==> src/sv/qmp_pkg.sv <==
// Shared types and constants for the quintic move profile block.
package qmp_pkg;

  // Angles are signed millidegrees.
  localparam int unsigned ANGLE_W = 20;
  typedef logic signed [ANGLE_W-1:0] angle_t;

  // Move duration in milliseconds, and elapsed control time.
  localparam int unsigned DUR_W = 30;
  localparam int unsigned ELAPSED_W = 32;
  typedef logic [DUR_W-1:0] duration_t;
  typedef logic [ELAPSED_W-1:0] elapsed_t;

  // Register widths.
  localparam int unsigned SPEED_W = 20;
  localparam int unsigned PERIOD_W = 14;

  // Configuration port.
  localparam int unsigned CFG_IDX_W = 1;
  localparam int unsigned CFG_DATA_W = 20;
  localparam logic [CFG_IDX_W-1:0] REG_MAX_SPEED = 1'd0;
  localparam logic [CFG_IDX_W-1:0] REG_SAMPLE_PERIOD = 1'd1;
  localparam logic [SPEED_W-1:0] MAX_SPEED_RST = 20'd1000;
  localparam logic [PERIOD_W-1:0] SAMPLE_PERIOD_RST = 14'd200;

  // Request codes.
  localparam logic REQ_START = 1'b0;
  localparam logic REQ_TICK = 1'b1;

  // Result codes.
  localparam logic MODE_STANDBY = 1'b0;
  localparam logic MODE_MOVING = 1'b1;
  localparam logic [1:0] RET_INIT = 2'd0;
  localparam logic [1:0] RET_RUNNING = 2'd1;
  localparam logic [1:0] RET_OK = 2'd2;
  localparam logic [6:0] ACTION_ACTIVE = 7'd90;
  localparam logic [6:0] ACTION_IDLE = 7'd0;

  // Kind of result an item produces.
  typedef logic [1:0] kind_t;
  localparam kind_t KIND_START = 2'd0;
  localparam kind_t KIND_MOVE = 2'd1;
  localparam kind_t KIND_END = 2'd2;

  // Step of the blend evaluation that the shared multiplier is working on.
  typedef logic [2:0] pw_t;
  localparam pw_t PW_S2 = 3'd0;
  localparam pw_t PW_S3 = 3'd1;
  localparam pw_t PW_S4 = 3'd2;
  localparam pw_t PW_S5 = 3'd3;
  localparam pw_t PW_OFF = 3'd4;

  // Arithmetic constants.
  localparam int unsigned Q_W = 17;            // Q1.16 value in 0..1.0
  localparam int unsigned RACC_W = 23;         // signed blend accumulator
  localparam int unsigned MUL_W = 38;          // product plus rounding term
  localparam logic [Q_W-1:0] ONE_Q16 = 17'h10000;
  localparam logic [MUL_W-1:0] ROUND_HALF = 38'h8000;
  localparam logic [DUR_W-1:0] MS_PER_S = 30'd1000;
  localparam logic signed [RACC_W-1:0] K_S3 = 23'sd10;
  localparam logic signed [RACC_W-1:0] K_S4 = 23'sd15;
  localparam logic signed [RACC_W-1:0] K_S5 = 23'sd6;

  // Step counts of the serial units.
  localparam logic [4:0] DUR_STEPS = 5'd30;   // quotient bits of the duration
  localparam logic [4:0] S_STEPS = 5'd17;     // quotient bits of s
  localparam logic [4:0] MUL_STEPS = 5'd9;    // radix-4 digits of a Q1.16 operand

  localparam int unsigned NUM_JOINT_PORTS = 4;

endpackage

==> src/sv/quintic_move_profile.sv <==
// Top level of the quintic move profile: duration divider, blend evaluator and result register.
//
//   Channel  Direction  Handshake               Payload
//   cfg      in         cfg_valid / cfg_ready   cfg_index, cfg_data
//   in       in         in_valid / in_stall     in_req_type, in_target_tilt, in_start_q1..q4
//   out      out        out_valid / out_stall   out_pose_q1..q4, out_desired_q1, status
//
// A start item is accepted, scales the distance, and then runs the bit-serial divider
// that yields the duration one quotient bit per cycle, before the result register is loaded.
// A tick inside the move is accepted, runs the divider for s, then five passes of the
// radix-4 serial multiplier (a digit phase and a post step each) with a step to clamp the
// blend factor before the last pass, and then loads the result register.
// A tick after the move, or with zero duration, goes from acceptance straight to loading
// the result register.
// Reset is synchronous; the result register lets the next item in while it waits.
module quintic_move_profile #(
  parameter int unsigned JOINTS = 4
) (
  input  logic                               clk,
  input  logic                               rst_n,
  input  logic                               cfg_valid,
  output logic                               cfg_ready,
  input  logic [qmp_pkg::CFG_IDX_W-1:0]      cfg_index,
  input  logic [qmp_pkg::CFG_DATA_W-1:0]     cfg_data,
  input  logic                               in_valid,
  output logic                               in_stall,
  input  logic                               in_req_type,
  input  qmp_pkg::angle_t                    in_target_tilt,
  input  qmp_pkg::angle_t                    in_start_q1,
  input  qmp_pkg::angle_t                    in_start_q2,
  input  qmp_pkg::angle_t                    in_start_q3,
  input  qmp_pkg::angle_t                    in_start_q4,
  output logic                               out_valid,
  input  logic                               out_stall,
  output qmp_pkg::angle_t                    out_pose_q1,
  output qmp_pkg::angle_t                    out_pose_q2,
  output qmp_pkg::angle_t                    out_pose_q3,
  output qmp_pkg::angle_t                    out_pose_q4,
  output qmp_pkg::angle_t                    out_desired_q1,
  output qmp_pkg::duration_t                 out_move_duration,
  output logic                               out_mode_status,
  output logic [1:0]                         out_action_ret,
  output logic [6:0]                         out_action_id,
  output logic                               out_done_res
);
  import qmp_pkg::*;

  // Sequencer states.
  localparam logic [2:0] ST_IDLE  = 3'd0;
  localparam logic [2:0] ST_SCALE = 3'd1;
  localparam logic [2:0] ST_DIV   = 3'd2;
  localparam logic [2:0] ST_MUL   = 3'd3;
  localparam logic [2:0] ST_POST  = 3'd4;
  localparam logic [2:0] ST_BLEND = 3'd5;
  localparam logic [2:0] ST_FIN   = 3'd6;

  // Control and architectural state.
  logic [2:0]           state_r;
  logic [4:0]           cnt_r;
  pw_t                  pw_r;
  kind_t                kind_r;
  logic                 out_valid_r;
  logic [SPEED_W-1:0]   speed_r;
  logic [PERIOD_W-1:0]  period_r;
  angle_t               init_r [JOINTS];
  angle_t               final_r;
  logic [ANGLE_W-1:0]   mag_r;
  logic                 neg_r;
  duration_t            duration_r;
  elapsed_t             elapsed_r;

  // Datapath registers.
  logic [DUR_W-1:0]     rem_r;
  logic [DUR_W-1:0]     dsr_r;
  logic [DUR_W-1:0]     div_r;
  logic [DUR_W-1:0]     q_r;
  logic [Q_W-1:0]       s_r;
  logic [MUL_W-1:0]     mc_r;
  logic [MUL_W-1:0]     mc3_r;
  logic [Q_W:0]         mb_r;
  logic [MUL_W-1:0]     acc_r;
  logic signed [RACC_W-1:0] racc_r;
  angle_t               pose1_r;

  // Result register.
  angle_t               out_pose_r [NUM_JOINT_PORTS];
  angle_t               out_desired_r;
  duration_t            out_duration_r;
  logic                 out_mode_r;
  logic [1:0]           out_ret_r;
  logic [6:0]           out_id_r;
  logic                 out_done_r;

  // Combinational helpers.
  logic                 in_fire;
  logic                 cfg_fire;
  logic                 out_free;
  logic                 last_step;
  logic                 tick_active;
  logic [ELAPSED_W:0]   elapsed_sum;
  elapsed_t             elapsed_next;
  logic signed [ANGLE_W:0] in_diff;
  logic [ANGLE_W:0]     in_mag;
  logic [DUR_W-1:0]     scaled_dist;
  logic [DUR_W-1:0]     speed_div;
  logic [DUR_W:0]       div_trial;
  logic [DUR_W:0]       div_dif;
  logic                 div_ge;
  logic [DUR_W-1:0]     rem_step;
  logic [DUR_W-1:0]     q_step;
  logic [MUL_W-1:0]     pp;
  logic [Q_W-1:0]       pow_res;
  logic [ANGLE_W-1:0]   off_res;
  logic signed [RACC_W-1:0] pow_sx;
  logic [Q_W-1:0]       r_clamp;
  logic [ANGLE_W:0]     pose_sum;
  logic                 mul_load;
  logic [ANGLE_W-1:0]   mul_a;
  logic [Q_W-1:0]       mul_b;
  angle_t               in_q [NUM_JOINT_PORTS];
  angle_t               held [NUM_JOINT_PORTS];

  // Handshakes.
  assign in_fire   = in_valid && !in_stall;
  assign in_stall  = (state_r != ST_IDLE);
  assign cfg_ready = 1'b1;
  assign cfg_fire  = cfg_valid && cfg_ready;
  assign out_free  = !out_valid_r || !out_stall;
  assign last_step = (cnt_r == 5'd1);

  // Start angles as an array, and the latched angles padded with zero beyond JOINTS.
  assign in_q[0] = in_start_q1;
  assign in_q[1] = in_start_q2;
  assign in_q[2] = in_start_q3;
  assign in_q[3] = in_start_q4;

  for (genvar g = 0; g < NUM_JOINT_PORTS; g++) begin : g_held
    if (g < JOINTS) begin : g_on
      assign held[g] = init_r[g];
    end else begin : g_off
      assign held[g] = '0;
    end
  end

  // Distance of joint one on a start transfer.
  assign in_diff = {in_target_tilt[ANGLE_W-1], in_target_tilt}
                 - {in_start_q1[ANGLE_W-1], in_start_q1};
  assign in_mag  = in_diff[ANGLE_W] ? (ANGLE_W + 1)'(1) + ~in_diff : in_diff;

  // Elapsed time advance with saturation.
  assign tick_active  = (elapsed_r <= {2'b00, duration_r});
  assign elapsed_sum  = {1'b0, elapsed_r} + {{(ELAPSED_W + 1 - PERIOD_W){1'b0}}, period_r};
  assign elapsed_next = elapsed_sum[ELAPSED_W] ? '1 : elapsed_sum[ELAPSED_W-1:0];

  // Dividend and divisor of the duration division.
  assign scaled_dist = DUR_W'(mag_r) * MS_PER_S;
  assign speed_div   = (speed_r == '0) ? DUR_W'(1) : DUR_W'(speed_r);

  // One restoring division step.
  assign div_trial = {rem_r, dsr_r[DUR_W-1]};
  assign div_dif   = div_trial - {1'b0, div_r};
  assign div_ge    = (div_trial >= {1'b0, div_r});
  assign rem_step  = div_ge ? div_dif[DUR_W-1:0] : div_trial[DUR_W-1:0];
  assign q_step    = {q_r[DUR_W-2:0], div_ge};

  // Partial product of one radix-4 multiplier digit.
  always_comb begin
    case (mb_r[1:0])
      2'd0:    pp = '0;
      2'd1:    pp = mc_r;
      2'd2:    pp = {mc_r[MUL_W-2:0], 1'b0};
      default: pp = mc3_r;
    endcase
  end

  // Rounded products; the half-LSB term is preloaded into the accumulator.
  assign pow_res = acc_r[Q_W+15:16];
  assign off_res = acc_r[ANGLE_W+15:16];
  assign pow_sx  = $signed({{(RACC_W - Q_W){1'b0}}, pow_res});

  // Blend factor clamped to 0..1.0.
  always_comb begin
    if (racc_r < 0) begin
      r_clamp = '0;
    end else if (racc_r > $signed({{(RACC_W - Q_W){1'b0}}, ONE_Q16})) begin
      r_clamp = ONE_Q16;
    end else begin
      r_clamp = racc_r[Q_W-1:0];
    end
  end

  // Joint one offset applied with the sign of the move.
  assign pose_sum = neg_r ? {init_r[0][ANGLE_W-1], init_r[0]} - {1'b0, off_res}
                          : {init_r[0][ANGLE_W-1], init_r[0]} + {1'b0, off_res};

  // Operand selection for loading the serial multiplier.
  always_comb begin
    mul_load = 1'b0;
    mul_a    = '0;
    mul_b    = '0;
    unique case (state_r)
      ST_DIV: begin
        if (last_step && kind_r != KIND_START) begin
          mul_load = 1'b1;
          mul_a    = ANGLE_W'(q_step[Q_W-1:0]);
          mul_b    = q_step[Q_W-1:0];
        end
      end
      ST_POST: begin
        if (pw_r != PW_S5 && pw_r != PW_OFF) begin
          mul_load = 1'b1;
          mul_a    = ANGLE_W'(pow_res);
          mul_b    = s_r;
        end
      end
      ST_BLEND: begin
        mul_load = 1'b1;
        mul_a    = mag_r;
        mul_b    = r_clamp;
      end
      default: begin
        mul_load = 1'b0;
      end
    endcase
  end

  // Sequencer, registers and latched move state.
  always_ff @(posedge clk) begin
    if (!rst_n) begin
      state_r     <= ST_IDLE;
      cnt_r       <= '0;
      pw_r        <= PW_S2;
      kind_r      <= KIND_START;
      out_valid_r <= 1'b0;
      speed_r     <= MAX_SPEED_RST;
      period_r    <= SAMPLE_PERIOD_RST;
      for (int j = 0; j < JOINTS; j++) init_r[j] <= '0;
      final_r     <= '0;
      mag_r       <= '0;
      neg_r       <= 1'b0;
      duration_r  <= '0;
      elapsed_r   <= '0;
    end else begin
      out_valid_r <= (state_r == ST_FIN && out_free) || (out_valid_r && out_stall);

      if (cfg_fire) begin
        unique case (cfg_index)
          REG_MAX_SPEED:     speed_r  <= cfg_data[SPEED_W-1:0];
          REG_SAMPLE_PERIOD: period_r <= cfg_data[PERIOD_W-1:0];
        endcase
      end

      unique case (state_r)
        ST_IDLE: begin
          if (in_fire) begin
            if (in_req_type == REQ_START) begin
              for (int j = 0; j < JOINTS; j++) init_r[j] <= in_q[j];
              final_r   <= in_target_tilt;
              mag_r     <= in_mag[ANGLE_W-1:0];
              neg_r     <= in_diff[ANGLE_W];
              elapsed_r <= '0;
              kind_r    <= KIND_START;
              state_r   <= ST_SCALE;
            end else begin
              elapsed_r <= elapsed_next;
              if (!tick_active) begin
                kind_r  <= KIND_END;
                state_r <= ST_FIN;
              end else if (duration_r == '0) begin
                kind_r  <= KIND_MOVE;
                state_r <= ST_FIN;
              end else begin
                kind_r  <= KIND_MOVE;
                cnt_r   <= S_STEPS;
                state_r <= ST_DIV;
              end
            end
          end
        end
        ST_SCALE: begin
          cnt_r   <= DUR_STEPS;
          state_r <= ST_DIV;
        end
        ST_DIV: begin
          if (last_step) begin
            if (kind_r == KIND_START) begin
              duration_r <= q_step;
              cnt_r      <= '0;
              state_r    <= ST_FIN;
            end else begin
              pw_r    <= PW_S2;
              cnt_r   <= MUL_STEPS;
              state_r <= ST_MUL;
            end
          end else begin
            cnt_r <= cnt_r - 5'd1;
          end
        end
        ST_MUL: begin
          cnt_r <= cnt_r - 5'd1;
          if (last_step) begin
            state_r <= ST_POST;
          end
        end
        ST_POST: begin
          if (pw_r == PW_OFF) begin
            state_r <= ST_FIN;
          end else if (pw_r == PW_S5) begin
            state_r <= ST_BLEND;
          end else begin
            pw_r    <= pw_r + 3'd1;
            cnt_r   <= MUL_STEPS;
            state_r <= ST_MUL;
          end
        end
        ST_BLEND: begin
          pw_r    <= PW_OFF;
          cnt_r   <= MUL_STEPS;
          state_r <= ST_MUL;
        end
        ST_FIN: begin
          if (out_free) begin
            state_r <= ST_IDLE;
          end
        end
        default: begin
          state_r <= ST_IDLE;
        end
      endcase
    end
  end

  // Divider, multiplier, blend accumulator and result register.
  always_ff @(posedge clk) begin
    unique case (state_r)
      ST_IDLE: begin
        if (in_fire) begin
          if (in_req_type == REQ_START) begin
            pose1_r <= in_start_q1;
          end else if (!tick_active || duration_r == '0) begin
            pose1_r <= final_r;
          end else begin
            // First step sees the whole elapsed time; later steps shift in zeros.
            rem_r <= {1'b0, elapsed_r[DUR_W-1:1]};
            dsr_r <= {elapsed_r[0], {(DUR_W - 1){1'b0}}};
            div_r <= duration_r;
            q_r   <= '0;
          end
        end
      end
      ST_SCALE: begin
        rem_r <= '0;
        dsr_r <= scaled_dist;
        div_r <= speed_div;
        q_r   <= '0;
      end
      ST_DIV: begin
        rem_r <= rem_step;
        dsr_r <= {dsr_r[DUR_W-2:0], 1'b0};
        q_r   <= q_step;
        if (last_step && kind_r != KIND_START) begin
          s_r <= q_step[Q_W-1:0];
        end
      end
      ST_MUL: begin
        acc_r <= acc_r + pp;
        mc_r  <= {mc_r[MUL_W-3:0], 2'b00};
        mc3_r <= {mc3_r[MUL_W-3:0], 2'b00};
        mb_r  <= {2'b00, mb_r[Q_W:2]};
      end
      ST_POST: begin
        case (pw_r)
          PW_S3:   racc_r <= pow_sx * K_S3;
          PW_S4:   racc_r <= racc_r - pow_sx * K_S4;
          PW_S5:   racc_r <= racc_r + pow_sx * K_S5;
          PW_OFF:  pose1_r <= pose_sum[ANGLE_W-1:0];
          default: racc_r <= racc_r;
        endcase
      end
      ST_FIN: begin
        if (out_free) begin
          out_pose_r[0]  <= pose1_r;
          for (int j = 1; j < NUM_JOINT_PORTS; j++) out_pose_r[j] <= held[j];
          out_desired_r  <= final_r;
          out_duration_r <= duration_r;
          out_mode_r     <= (kind_r == KIND_END) ? MODE_STANDBY : MODE_MOVING;
          out_id_r       <= (kind_r == KIND_END) ? ACTION_IDLE : ACTION_ACTIVE;
          out_done_r     <= (kind_r == KIND_END);
          unique case (kind_r)
            KIND_START: out_ret_r <= RET_INIT;
            KIND_MOVE:  out_ret_r <= RET_RUNNING;
            default:    out_ret_r <= RET_OK;
          endcase
        end
      end
      default: begin
      end
    endcase

    // Load the multiplier with the rounding term preset.
    if (mul_load) begin
      mc_r  <= MUL_W'(mul_a);
      mc3_r <= MUL_W'(mul_a) + (MUL_W'(mul_a) << 1);
      mb_r  <= {1'b0, mul_b};
      acc_r <= ROUND_HALF;
    end
  end

  // Ports.
  assign out_valid         = out_valid_r;
  assign out_pose_q1       = out_pose_r[0];
  assign out_pose_q2       = out_pose_r[1];
  assign out_pose_q3       = out_pose_r[2];
  assign out_pose_q4       = out_pose_r[3];
  assign out_desired_q1    = out_desired_r;
  assign out_move_duration = out_duration_r;
  assign out_mode_status   = out_mode_r;
  assign out_action_ret    = out_ret_r;
  assign out_action_id     = out_id_r;
  assign out_done_res      = out_done_r;

`ifndef SYNTHESIS
  // An accepted item always takes the sequencer out of idle.
  a_accept_busy: assert property (@(posedge clk) disable iff (!rst_n)
    in_fire |=> (state_r != ST_IDLE))
    else $error("sequencer idle right after an accepted transfer");

  // The divider remainder stays below the divisor throughout the division.
  a_rem_bound: assert property (@(posedge clk) disable iff (!rst_n)
    (state_r == ST_DIV) |-> (rem_r < div_r))
    else $error("divider remainder reached the divisor");

  // Every rounded power of s stays within 0..1.0.
  a_pow_bound: assert property (@(posedge clk) disable iff (!rst_n)
    (state_r == ST_POST && pw_r != PW_OFF) |-> (acc_r[MUL_W-1:16] <= 22'd65536))
    else $error("power of s above one");

  // A finished move reports the target in standby.
  a_done_target: assert property (@(posedge clk) disable iff (!rst_n)
    (out_valid && out_done_res) |->
      (out_pose_q1 == out_desired_q1 && out_mode_status == MODE_STANDBY))
    else $error("done result without target pose");
`endif

endmodule
==> config.mk <==
export PLATFORM = sky130hd
export DESIGN_NAME = quintic_move_profile
export DESIGN_NICKNAME = d
export VERILOG_FILES = /design/src/sv/qmp_pkg.sv /design/src/sv/quintic_move_profile.sv
export SDC_FILE = /design/constraint.sdc
export NUM_CORES = 2
export LEC_CHECK = 0
export BUFFER_PORTS_ARGS = -buffer_cell sky130_fd_sc_hd__buf_2
export CAP_MARGIN = 20
export CORE_ASPECT_RATIO = 1.4
export CORE_MARGIN = 2
export CORE_UTILIZATION = 60
export DETAILED_ROUTE_END_ITERATION = 10
export PLACE_DENSITY = 0.76
export REMOVE_ABC_BUFFERS = 1
export SLEW_MARGIN = 20
export SYNTH_ARGS = -nofsm -noshare
export SYNTH_HDL_FRONTEND = slang
export SYNTH_SLANG_ARGS = --single-unit
==> constraint.sdc <==
create_clock -name clk -period 9.6 [get_ports clk]
set_input_delay 0.48 -clock clk [delete_from_list [all_inputs] [get_ports clk]]
set_output_delay 0.48 -clock clk [all_outputs]
set_load 0.02 [all_outputs]
; ---- Yosys cells after proc, flatten, opt, wreduce, memory -nomap -nowiden
; Memories as Yosys holds them, arrays and structs flattened.
; Index checks and enable logic that the tools add are counted.
[totals]
word_cells = 218
ramBits = 160
input_bits = 127
out_inout_bits = 144
mem_count = 2
register_bits = 522
[classes]
n_mul = 4
magnitude_cmp = 4
muxes = 89
n_reduce_logical = 40
n_bitwise = 7
add_sub_neg = 12
eq_ne = 30
[mem_list]
columns = name, words, width, read_ports, rd_ports_with_merged_regs, write_ports, line_no
row1 = init_r, 4, 20, 4, 0, 4, quintic_move_profile.sv:65  ; angle_t init_r [JOINTS];
row2 = out_pose_r, 4, 20, 4, 0, 4, quintic_move_profile.sv:86  ; angle_t out_pose_r [NUM_JOINT_PORTS];
[op_table]
columns = cell, n
row1 = $mux W30, 10
row2 = $mux W20, 13
row3 = $pmux W30 S3, 2
row4 = $mux W17, 8
row5 = $pmux W38 S3, 1
row6 = $mux W29, 3
row7 = $pmux W29 S3, 1
row8 = $mux W38, 2
row9 = $pmux W23 S3, 1
row10 = $mux W32, 2
row11 = $pmux W20 S3, 1
row12 = $pmux W30 S2, 1
row13 = $pmux W17 S3, 1
row14 = $mux W3, 14
row15 = $pmux W20 S2, 1
row16 = $add A38 B38 Y38, 1
row17 = $mux W5, 7
row18 = $add A32 B14 Y33, 1
row19 = $le A32 B30 Y1, 1
row20 = $ge A31 B30 Y1, 1
row21 = $logic_not A30 Y1, 1
row22 = $pmux W5 S6, 1
row23 = $sub A30 B30 Y30, 1
row24 = $mul A20 B7 Y27 const B, 1
row25 = 48 further kinds, 110

; ---- Logic depth before layout (Yosys ltp)
[logic_depth]
ltp_word = 8
depth_mapped = 27
ltp_nobuf = 27

; ---- Worst setup path before layout
; OpenSTA, ideal clock, no wires.
[synth_timing]
path_kind = reg-to-reg
from = register state_r[1]
to = register out_id_r[4], in the netlist out_action_id[4] (enable)
path_slack_ns = 1.520
t_arrival_ns = 7.408
t_required_ns = 8.928
stages_incl_launch_ff = 5
cell_sequence = dfxtp_1 clkbuf_1 clkbuf_1 nand3b_1 a21oi_1
[synth_between]
elab_chain_len = 2
[synth_rtl]
columns = element, line_no
row1 = from (decl), quintic_move_profile.sv:58  ; logic [2:0] state_r;
row2 = from (signal assigned), quintic_move_profile.sv:230  ; state_r <= ST_IDLE;
row3 = from (signal assigned), quintic_move_profile.sv:263  ; state_r <= ST_SCALE;
row4 = from (signal assigned), quintic_move_profile.sv:268  ; state_r <= ST_FIN;
row5 = $eq A3 B3 Y1, quintic_move_profile.sv:335  ; unique case (state_r)
row6 = $reduce_and A2 Y1 (no line), -
row7 = to (signal assigned), quintic_move_profile.sv:387  ; out_id_r <= (kind_r == KIND_END) ? ACTION_IDLE : ACTION_ACTIVE;
row8 = to (decl), quintic_move_profile.sv:91  ; logic [6:0] out_id_r;
; No other way between the ends.
; A chain may end at the register's enable or synchronous reset.

; ---- Worst setup path after layout
[layout_timing]
from = register rem_r[8]
to = register mc3_r[21], data pin
[layout_between]
elab_chain_len = 5
[layout_rtl]
columns = element, line_no
row1 = from (decl), quintic_move_profile.sv:73  ; logic [DUR_W-1:0] rem_r;
row2 = from (signal assigned), quintic_move_profile.sv:344  ; rem_r <= {1'b0, elapsed_r[DUR_W-1:1]};
row3 = from (signal assigned), quintic_move_profile.sv:358  ; rem_r <= rem_step;
row4 = $ge A31 B30 Y1, quintic_move_profile.sv:162  ; assign div_ge = (div_trial >= {1'b0, div_r});
row5 = $mux W17, quintic_move_profile.sv:203  ; if (last_step && kind_r != KIND_START) begin
row6 = $pmux W20 S3, quintic_move_profile.sv:201  ; unique case (state_r)
row7 = named net mul_a[0], quintic_move_profile.sv:118  ; logic [ANGLE_W-1:0] mul_a;
row8 = $add A20 B21 Y22, quintic_move_profile.sv:403  ; mc3_r <= MUL_W'(mul_a) + (MUL_W'(mul_a) << 1);
row9 = $mux W38, quintic_move_profile.sv:401  ; if (mul_load) begin
row10 = to (signal assigned), quintic_move_profile.sv:368  ; mc3_r <= {mc3_r[MUL_W-3:0], 2'b00};
row11 = to (signal assigned), quintic_move_profile.sv:403
row12 = to (decl), quintic_move_profile.sv:79  ; logic [MUL_W-1:0] mc3_r;
; The timed path passes the listed nets, and every way through them passes these cells.

==> flow_summary.toml <==
[die]
dieArea_mm2 = 0.07267
core_region_area_mm2 = 0.07007
die_y_um = 318.2
rows = 115
ioPinCount = 271
initial_utilization_pct = 60.36
die_w_um = 228.4

[grt]
antenna_found_initial = 2
grt_max_degree = 74
grt_pass1_wl_um = 180600
grt_pass1_vias = 32720
grt_usage_pct = 31.80
gr-total-overflow = 0

[setup_path]
reg2reg_depth = 26
end_kind = "flop"
path_buf_inv = 1
crit_fanout = 50
slowest_stage = "buf_4"
reg2reg_slack_ps = 2710
cp-start-kind = "flop"
cp_common_cell = "a21oi_1"
max_stage_delay_ps = 520
arrival_ps = 7260
path_delay_family = "compound AO/OA/AOI/OAI gates"
critPathKind = "flop to flop"
r2r-end = "mc3_r[21]"
worstReg2RegStart = "rem_r[8]"
cp.required_ps = 9970

[drt]
num_vias = 32960
vias_per_cell = 6.041
drtIter0Drc = 2500
first_pass_iters = 7
drc_errors = 0
routedWlPerCell_um = 21.32
routed_wl_um = 116300
antenna_left = 0

[cts]
cts.sink_count = 665
post_cts_buffers = 0
clk_path_buf_depth = 3
root_buffer = "clkbuf_16"
clk_pin_slew_ps = 60
h-tree-depth = 3
hold_buffers = 0
cts_tree = "built"
insertion_delay_ps = 640
post_cts_resized = 0
cts_made_buffers = 69

[timing]
clock-skew-final_ps = 33.94
fmax_mhz = 145.1
worst_slew_pin_slew_ps = 1104
setup_violations = 0
max-slew-margin-rel_pct = 25.99
hold_slack_ps = 66.66
fin_setup_tns_ps = 0
layout_min_cycle_time_ps = 6892
timing.final.ws_setup_ps = 2708
finalCritPeriodShare_pct = 71.79
finalMaxSlewViolations = 0
grt_setup_unrepaired = "false"
hold_violations = 0

[power_and_ir_drop]
p_leak_nw = 20.03
seqPwrFrac_pct = 28.9
p_sw_mw = 7.163
pwr-share-clk_pct = 16.8
peakVddDrop_uv = 410.7
internal_power_mw = 9.060
power_density_mw_per_mm2 = 346.4
p_sw_share_pct = 44.15
combPwrFrac_pct = 54.3

[yosys]
synth_cell_types = 90
ys_async_sr_fraction_pct = 0
syn_area_per_cell_um2 = 9.941
ys_seq_area_share_pct = 42.41
synth_edf_count = 462
syn_inst = 4255
synth_area_mm2 = 0.04230
ys_seq_elements = 665
ys_top_cells_by_count = "nand2_1, edfxtp_1, ha_1"
yosysWarnings = 0
synthTopCellsByArea = "edfxtp_1, ha_1, dfxtp_1"
yosysMostFrequentCell = "nand2_1"
yosys.area.top_type = "edfxtp_1"
ys.flop_type = "edfxtp_1"
yosysTopAreaCellShare_pct = 32.80

[placed_design]
dp.final_hpwl_um = 86380
place.gp.congestion = 0.9540
io_buffers = 266
placed_area_mm2 = 0.04454
pre_cts_slack_ps = 2836

[finish]
area_delta_synth_final_pct = 10.73
final_util_pct = 66.84
nNetsFinal = 5065
fin_area_mm2 = 0.04683
final_layout_size_suffix_gt1_share_pct = 11.20

[run_status]
status = "finished clean"

[hold_path]
worst_hold_path.endpoint = "speed_r[6]"
hp-class = "input port to flop"
hold_start = "cfg_data[6]"
min_path_cells = 3

[run]
drv_cap = 0
routing by layer:
metal	up-vias	wire length, µm	track usage [%]
met5	-	13	0
met4	2	8850	21.84
met3	344	6264	3.806
met2	1128	57730	55.27
met1	15810	43440	36.69
li1	15670	-	-
worst min-delay path: cells and delay by family:
kind                   cells  cell delay (ps)
and+or+nand+nor            2              100
buffers and inverters      1               90
sequential cells by signal, summed over array words and instances (netlist names), 23 cells and up:
register	flops
init_r	80
out_pose_r	80
acc_r	36
mc3_r	36
mc_r	35
elapsed_r	32
div_r	30
duration_r	30
out_move_duration	30
rem_r	30
q_r	29
dsr_r	27
racc_r	23
layout by cell type, fill, tap and decap left out, drive strengths merged, types with 111 or more instances in the layout:
cell    instances
a21o          115
nor2          229
xnor2         159
buf           310
edfxtp        462
ha            363
fa            111
dfxtp         203
a21oi         290
nand2         496
inv           326
o21ai         272
power groups by stage:
stage,clock [mW],sequential (mW),combinational [mW]
floorplan,0,4.68,6.31
global placement,0,4.71,8.58
detailed placement,0,4.73,8.70
CTS,2.76,4.68,8.77
global route,2.87,4.76,9.74
finish,2.73,4.69,8.80
layout make-up:
| class | count | area [µm²] |
|---|---|---|
| Fill cell | 5610 | 23240 |
| Antenna cell | 1 | 2.502 |
| Clock inverter | 26 | 290.3 |
| Sequential cell | 665 | 17940 |
| Clock buffer | 100 | 1994 |
| Multi-Input combinational cell | 3096 | 22560 |
| Timing Repair Buffer | 310 | 1664 |
| Inverter | 322 | 1211 |
| Tap cell | 936 | 1171 |
kinds of logic after synthesis:
logic type / synth area share [%]
simple gates: 13.06
compound gates: 17.57
flops: 42.41
buf+inv: 4.496
fa+ha+maj: 15.99
xor+xnor: 4.887
mux: 1.574
other cells: 0.01775
through the flow:
| step | instances | total power, mW |
|---|---|---|
| after CTS | 5455 | 16.21 |
| after detailed placement | 5329 | 13.44 |
| after floorplan | 4083 | 10.99 |
| after global routing | 5455 | 17.36 |
| after global placement | 5329 | 13.29 |
| final | 5456 | 16.22 |
how the worst max path moves through the flow:
stage	startpoint	to	depth (start not counted)
after floorplan	state_r[1]	mb_r[0]	6
after global placement	rem_r[8]	mc3_r[21]	26
after detailed placement	rem_r[8]	mc3_r[19]	26
after CTS	rem_r[8]	mc3_r[21]	26
after global routing	rem_r[0]	mc3_r[21]	27
final	rem_r[8]	mc3_r[21]	26
No activity file was read; power rests on OpenSTA's default activity.
